### config.mk
export PLATFORM = sky130hd
export DESIGN_NAME = boxblur_ctrl
export DESIGN_NICKNAME = d
export VERILOG_FILES = /design/src/rtl/core/boxblur_pkg.sv /design/src/rtl/core/boxblur_ctrl.sv
export SDC_FILE = /design/constraint.sdc
export NUM_CORES = 1
export LEC_CHECK = 0
export BUFFER_PORTS_ARGS = -buffer_cell sky130_fd_sc_hd__buf_2
export CAP_MARGIN = 40
export CORE_AREA = 2 2 39 41
export CTS_CLUSTER_DIAMETER = 150
export DETAILED_ROUTE_END_ITERATION = 8
export DIE_AREA = 0 0 41 43
export HOLD_SLACK_MARGIN = 0.05
export RECOVER_POWER = 50
export SYNTH_ARGS = -nofsm -noshare
export SYNTH_HDL_FRONTEND = slang
export SYNTH_SLANG_ARGS = --single-unit
### constraint.sdc
create_clock -name clk -period 1.4 [get_ports clk]
set_input_delay 0.14 -clock clk [delete_from_list [all_inputs] [get_ports clk]]
set_output_delay 0.14 -clock clk [all_outputs]
set_load 0.01 [all_outputs]
### src/rtl/core/boxblur_pkg.sv
package boxblur_pkg;

    // frame geometry
    localparam int MAX_WIDTH  = 1024;
    localparam int MAX_HEIGHT = 4096;
    localparam int COL_W      = $clog2(MAX_WIDTH);
    localparam int ROW_W      = $clog2(MAX_HEIGHT);
    localparam int FW_W       = 11;
    localparam int FH_W       = 13;
    localparam int RING_W     = 2;
    localparam int RING_ROWS  = 1 << RING_W;
    localparam int ADDR_W     = RING_W + COL_W;

    // pixel and arithmetic widths
    localparam int PIX_W      = 8;
    localparam int RGB_W      = 3 * PIX_W;
    localparam int NUM_CHAN   = 3;
    localparam int SUM_W      = 12;
    localparam int CNT_W      = 4;
    localparam int NUM_W      = SUM_W + 1;
    localparam int DEN_W      = CNT_W + 1;
    localparam int STEP_W     = $clog2(NUM_W + 1);

    // configuration port
    localparam int CFG_IDX_W  = 1;
    localparam int CFG_DATA_W = FH_W;

    localparam logic [CFG_IDX_W-1:0] REG_FRAME_WIDTH  = 1'b0;
    localparam logic [CFG_IDX_W-1:0] REG_FRAME_HEIGHT = 1'b1;

    localparam logic [FW_W-1:0] FW_RESET = 11'd640;
    localparam logic [FH_W-1:0] FH_RESET = 13'd480;

    typedef enum logic [2:0] {
        ST_IDLE,
        ST_CHECK,
        ST_READ,
        ST_DRAIN,
        ST_DIVS,
        ST_DIV,
        ST_LOAD
    } state_t;

    typedef struct packed {
        logic take;
        logic clr;
        logic issue;
        logic div_start;
        logic load;
    } ctrl_cmd_t;

    typedef struct packed {
        logic pix_ready;
        logic nb_last;
        logic div_done;
        logic out_free;
    } dp_stat_t;

    typedef logic [NUM_CHAN-1:0][NUM_W-1:0] chan_num_t;

    function automatic logic [FW_W-1:0] clamp_width(input logic [FW_W-1:0] v);
        logic [FW_W-1:0] r;
        if (v == '0)
            r = FW_W'(1);
        else if (v > FW_W'(MAX_WIDTH))
            r = FW_W'(MAX_WIDTH);
        else
            r = v;
        return r;
    endfunction

    function automatic logic [FH_W-1:0] clamp_height(input logic [FH_W-1:0] v);
        logic [FH_W-1:0] r;
        if (v == '0)
            r = FH_W'(1);
        else if (v > FH_W'(MAX_HEIGHT))
            r = FH_W'(MAX_HEIGHT);
        else
            r = v;
        return r;
    endfunction

endpackage

### src/rtl/core/boxblur_ctrl.sv
module boxblur_ctrl
    import boxblur_pkg::*;
(
    input  logic       clk,
    input  logic       rst_n,
    input  logic       in_valid,
    output logic       in_ready,
    input  dp_stat_t   stat,
    output ctrl_cmd_t  cmd
);

    state_t state_reg;
    state_t state_next;

    always_ff @(posedge clk or negedge rst_n)
    begin
        if (!rst_n)
            state_reg <= ST_IDLE;
        else
            state_reg <= state_next;
    end

    always_comb
    begin
        state_next = state_reg;
        case (state_reg)
            ST_IDLE:  if (in_valid) state_next = ST_CHECK;
            ST_CHECK: state_next = stat.pix_ready ? ST_READ : ST_IDLE;
            ST_READ:  if (stat.nb_last) state_next = ST_DRAIN;
            ST_DRAIN: state_next = ST_DIVS;
            ST_DIVS:  state_next = ST_DIV;
            ST_DIV:   if (stat.div_done) state_next = ST_LOAD;
            ST_LOAD:  if (stat.out_free) state_next = ST_IDLE;
            default:  state_next = ST_IDLE;
        endcase
    end

    always_comb
    begin
        in_ready      = 1'b0;
        cmd           = '0;
        case (state_reg)
            ST_IDLE:
            begin
                in_ready = 1'b1;
                cmd.take = in_valid;
            end
            ST_CHECK: cmd.clr       = stat.pix_ready;
            ST_READ:  cmd.issue     = 1'b1;
            ST_DIVS:  cmd.div_start = 1'b1;
            ST_LOAD:  cmd.load      = stat.out_free;
            default: ;
        endcase
    end

    a_drain_after_walk: assert property (@(posedge clk) disable iff (!rst_n)
        (state_reg == ST_DRAIN) |-> $past(stat.nb_last))
        else $error("neighbor walk ended early");

endmodule

; Word level (Yosys, flattened, before mapping)
; Cells that the tools add are included.
[word_totals]
reg_bits = 3
inputBits = 7
[classes]
n_eq_ne = 10
mux = 12
reduce_logical = 2
[ops]
columns = cell, n
row1 = case mux 3 bit (7 select lines), 1
row2 = two-way mux 3 bit, 4
row3 = == test 3 bit (second input constant), 3
row4 = inequality test 2 bit (second input constant), 4
row5 = == test 3 x 2 -> 1 bit (second input constant), 2
row6 = two-way mux 1 bit, 6
row7 = AND reduction 4 bit, 1
row8 = == test 3 x 1 -> 1 bit (second input constant), 1
row9 = zero test 3 bit, 1
row10 = two-way mux 2 bit, 1

; Longest topological paths before layout
[depth]
word_depth = 3
depth_mapped = 3

; Worst setup path before layout
; Ideal clock, no wire load.
[synth_path]
path_type = register to output
startpoint = register state_reg[2]
endpoint = output cmd[2] (netlist bit)
t_arrival_ps = 976
t_required_ps = 1260
setup_slack_ps = 284
path_stages_with_launch = 4
path_cell_list = dfrtp_1 > buf_6 > or3b_1 > inv_1
[synth_lines]
columns = item, line
row1 = "start, declared", boxblur_ctrl.sv:12  ; state_t state_reg;
row2 = "start signal, assigned", boxblur_ctrl.sv:20  ; state_reg <= state_next;
row3 = "end, declared", boxblur_ctrl.sv:9  ; output ctrl_cmd_t cmd

==> results.py <==
metrics = {
    "logic_synthesis": {
        "avgSynthCellArea_um2": 9.384,
        "ys_async_sr_fraction_pct": 100.0,
        "synth_ff_type": "dfrtp_1",
        "synth_top_area_share_pct": 30.77,
        "post-synth-top-count-cell": "dfrtp_1",
        "ys_ff_latch": 3,
        "ys_warn_count": 0,
        "synth_area_leader_cell": "dfrtp_1",
        "yosysSeqAreaShare_pct": 30.77,
        "syn-num-nets": 33,
        "synthCells": 26,
        "synth.distinct_cells": 18,
        "syn_area_um2": 244.0,
        "synth_edf_count": 0,
        "synth_area_leaders": "dfrtp_1 31%, buf_6 9.2%, nand4bb_1 9.2%, o2111ai_2 6.2%, nand2b_1 5.1%",
    },
    "routing": {
        "wire_per_inst_um": 9.452,
        "drt_wl_total_um": 586,
        "drt_first_pass_iters": 4,
        "drc": 0,
        "ant_nets": 0,
        "num_vias": 260,
        "first_iter_violations": 6,
        "routed_via_density": 4.194,
    },
    "timing": {
        "fin_crit_sh_pct": 97.66,
        "worstMarginPinSlew_ps": 207.7,
        "fin_skew_ps": 0.03082,
        "max_freq_mhz": 731.4,
        "final-max-slew-violation-count": 0,
        "rsz0062_at_grt": "true",
        "setup_viol": 0,
        "hold_violations": 0,
        "maxSlewHeadroom_pct": 86.15,
        "min_period_ps": 1367,
    },
    "pwr": {
        "p_leak_uw": 0.0001954,
        "peakVddDrop_v": 0.0006600,
        "pwr_density_cell_mw_per_mm2": 2135,
        "p_total_uw": 820.0,
    },
    "cts": {
        "htreeDepth": 1,
        "clock_sinks": 3,
        "clk_latency_ps": 230,
        "cts_tree": "yes",
        "clk_pin_slew_ps": 40,
        "root_buffer": "clkbuf_4",
        "clockBufferDepth": 2,
        "numCtsBuffers": 3,
    },
    "status": {
        "outcome": "finished clean",
    },
    "die": {
        "dieArea_mm2": 0.001763,
        "die_h_um": 43,
        "start_util_pct": 17.63,
        "io_pins": 13,
        "rows": 14,
        "core_area_mm2": 0.001384,
        "die_w_um": 41,
    },
    "global_routing": {
        "grt_pass1_wl_um": 800,
        "track_usage_pct": 7.049,
        "grt_max_degree": 12,
        "antenna_found_initial": 0,
        "grt_pass1_vias": 216,
        "grt_overflow_total": 0,
    },
    "setup_path": {
        "crit_family": "flip-flops",
        "critPathMaxFanout": 7,
        "rr_startpoint": "state_reg[0]$_DFFE_PN0P_",
        "path_buf_inv": 2,
        "cp.depth": 3,
        "cp_data_arrival_time_ps": 1230,
        "worstPathRequired_ps": 1260,
        "critical_path.endpoint_type": "primary output",
        "cpPeakStageDelay_ps": 440,
        "crit_slowest_cell": "dfrtp_2",
        "cp_cell_sequence": "or3b_4 -> inv_2 -> buf_6",
        "start_kind": "register",
        "r2r_setup_slack_ps": 250,
        "worstSetupPathType": "reg -> out",
        "reg2reg_depth": 3,
        "r2r_end": "state_reg[1]$_DFFE_PN0P_",
    },
    "layout": {
        "fin_util_pct": 27.76,
        "seq_area_um2": 76.32,
        "nNetsFinal": 54,
        "drive_above_1_share_pct": 52.17,
        "syn_to_final_growth_pct": 57.44,
        "largest_register_ffs": 3,
        "multi_input_area_um2": 133.9,
        "fillCellCount": 160,
        "num_antenna_cells": 0,
    },
    "min_path": {
        "min_path_cells": 2,
        "hold_start": "stat[0]",
        "hold-path-endpoint": "state_reg[1]$_DFFE_PN0P_",
        "hold_path_class": "in -> reg",
    },
    "placed_design": {
        "io_buffer_count": 12,
        "routabilityCongestion": 0.6917,
    },
    "flow_run": {
        "drv_cap": 0,
    },
}
## power by group
group	total [uW]	switching [uW]	internal, uW	leakage [uW]
Clock	150	43.3	107	0.0000150
Sequential	189	56.6	132	0.0000362
Combinational	481	200	281	0.000144
Total	820	300	520	0.000195
## cell families after synthesis
logic type / synth area share, %
AO/OA/AOI/OAI: 15.38
buffers and inverters: 15.39
flip-flops: 30.77
AND/OR/NAND/NOR: 38.47
## how the worst max path moves through the flow
stage / from / endpoint / slack, ps
CTS: state_reg[0]$_DFFE_PN0P_ / cmd[2] / 20
finish: state_reg[0]$_DFFE_PN0P_ / cmd[2] / 30
global route: state_reg[0]$_DFFE_PN0P_ / cmd[2] / -8
floorplan: state_reg[2]$_DFFE_PN0P_ / cmd[2] / 280
detailed placement: state_reg[1]$_DFFE_PN0P_ / cmd[2] / 210
global placement: state_reg[0]$_DFFE_PN0P_ / cmd[2] / 220
## what timing repair did
| item | CTS | global route |
|---|---|---|
| endpoints found under the hold margin | 3 | 0 |
| pin swaps | 0 | 1 |
| cloned | 0 | 0 |
| hold buffers | 1 | 0 |
| gates resized for setup | 3 | 2 |
| endpoints found under the setup margin | 1 | 1 |
| setup buffers | 1 | 4 |
## area by class of cell
cell class,count,area share (%)
clock buffer,4,6.840
inverter,2,1.954
multi-input combinational,18,34.85
sequential,3,19.87
tap,16,5.212
timing repair buffer,19,31.27
## routing by layer
layer	up-vias	wire, um	track usage, %
met1	119	276	9.091
met5	-	0	0
met3	0	39	1.571
met4	0	0	8.000
met2	9	270	8.438
li1	132	-	-
## stage by stage
stage / std cells / area, um^2 / hold WS, ps / worst slack, ps / setup TNS, ps
global route: 62 / 384.1 / 212.0 / -8.182 / -8.182
finish: 62 / 384.1 / 197.0 / 32.72 / 0
CTS: 58 / 350.3 / 199.9 / 15.18 / 0
floorplan: 26 / 244.0 / -155.6 / 283.9 / 0
detailed placement: 52 / 301.5 / -61.47 / 205.6 / 0
global placement: 52 / 301.5 / -59.55 / 225.0 / 0
## layout by cell type (no fill, tap or decap), types with 2 or more instances in the layout
cell / count
nor2_1: 2
dfrtp_1: 2
nand4bb_1: 2
clkbuf_1: 2
buf_4: 6
buf_2: 10
nand2b_1: 2
clkbuf_4: 3
nor3_1: 2
Note: power is estimated with default switching activity, not from simulation.
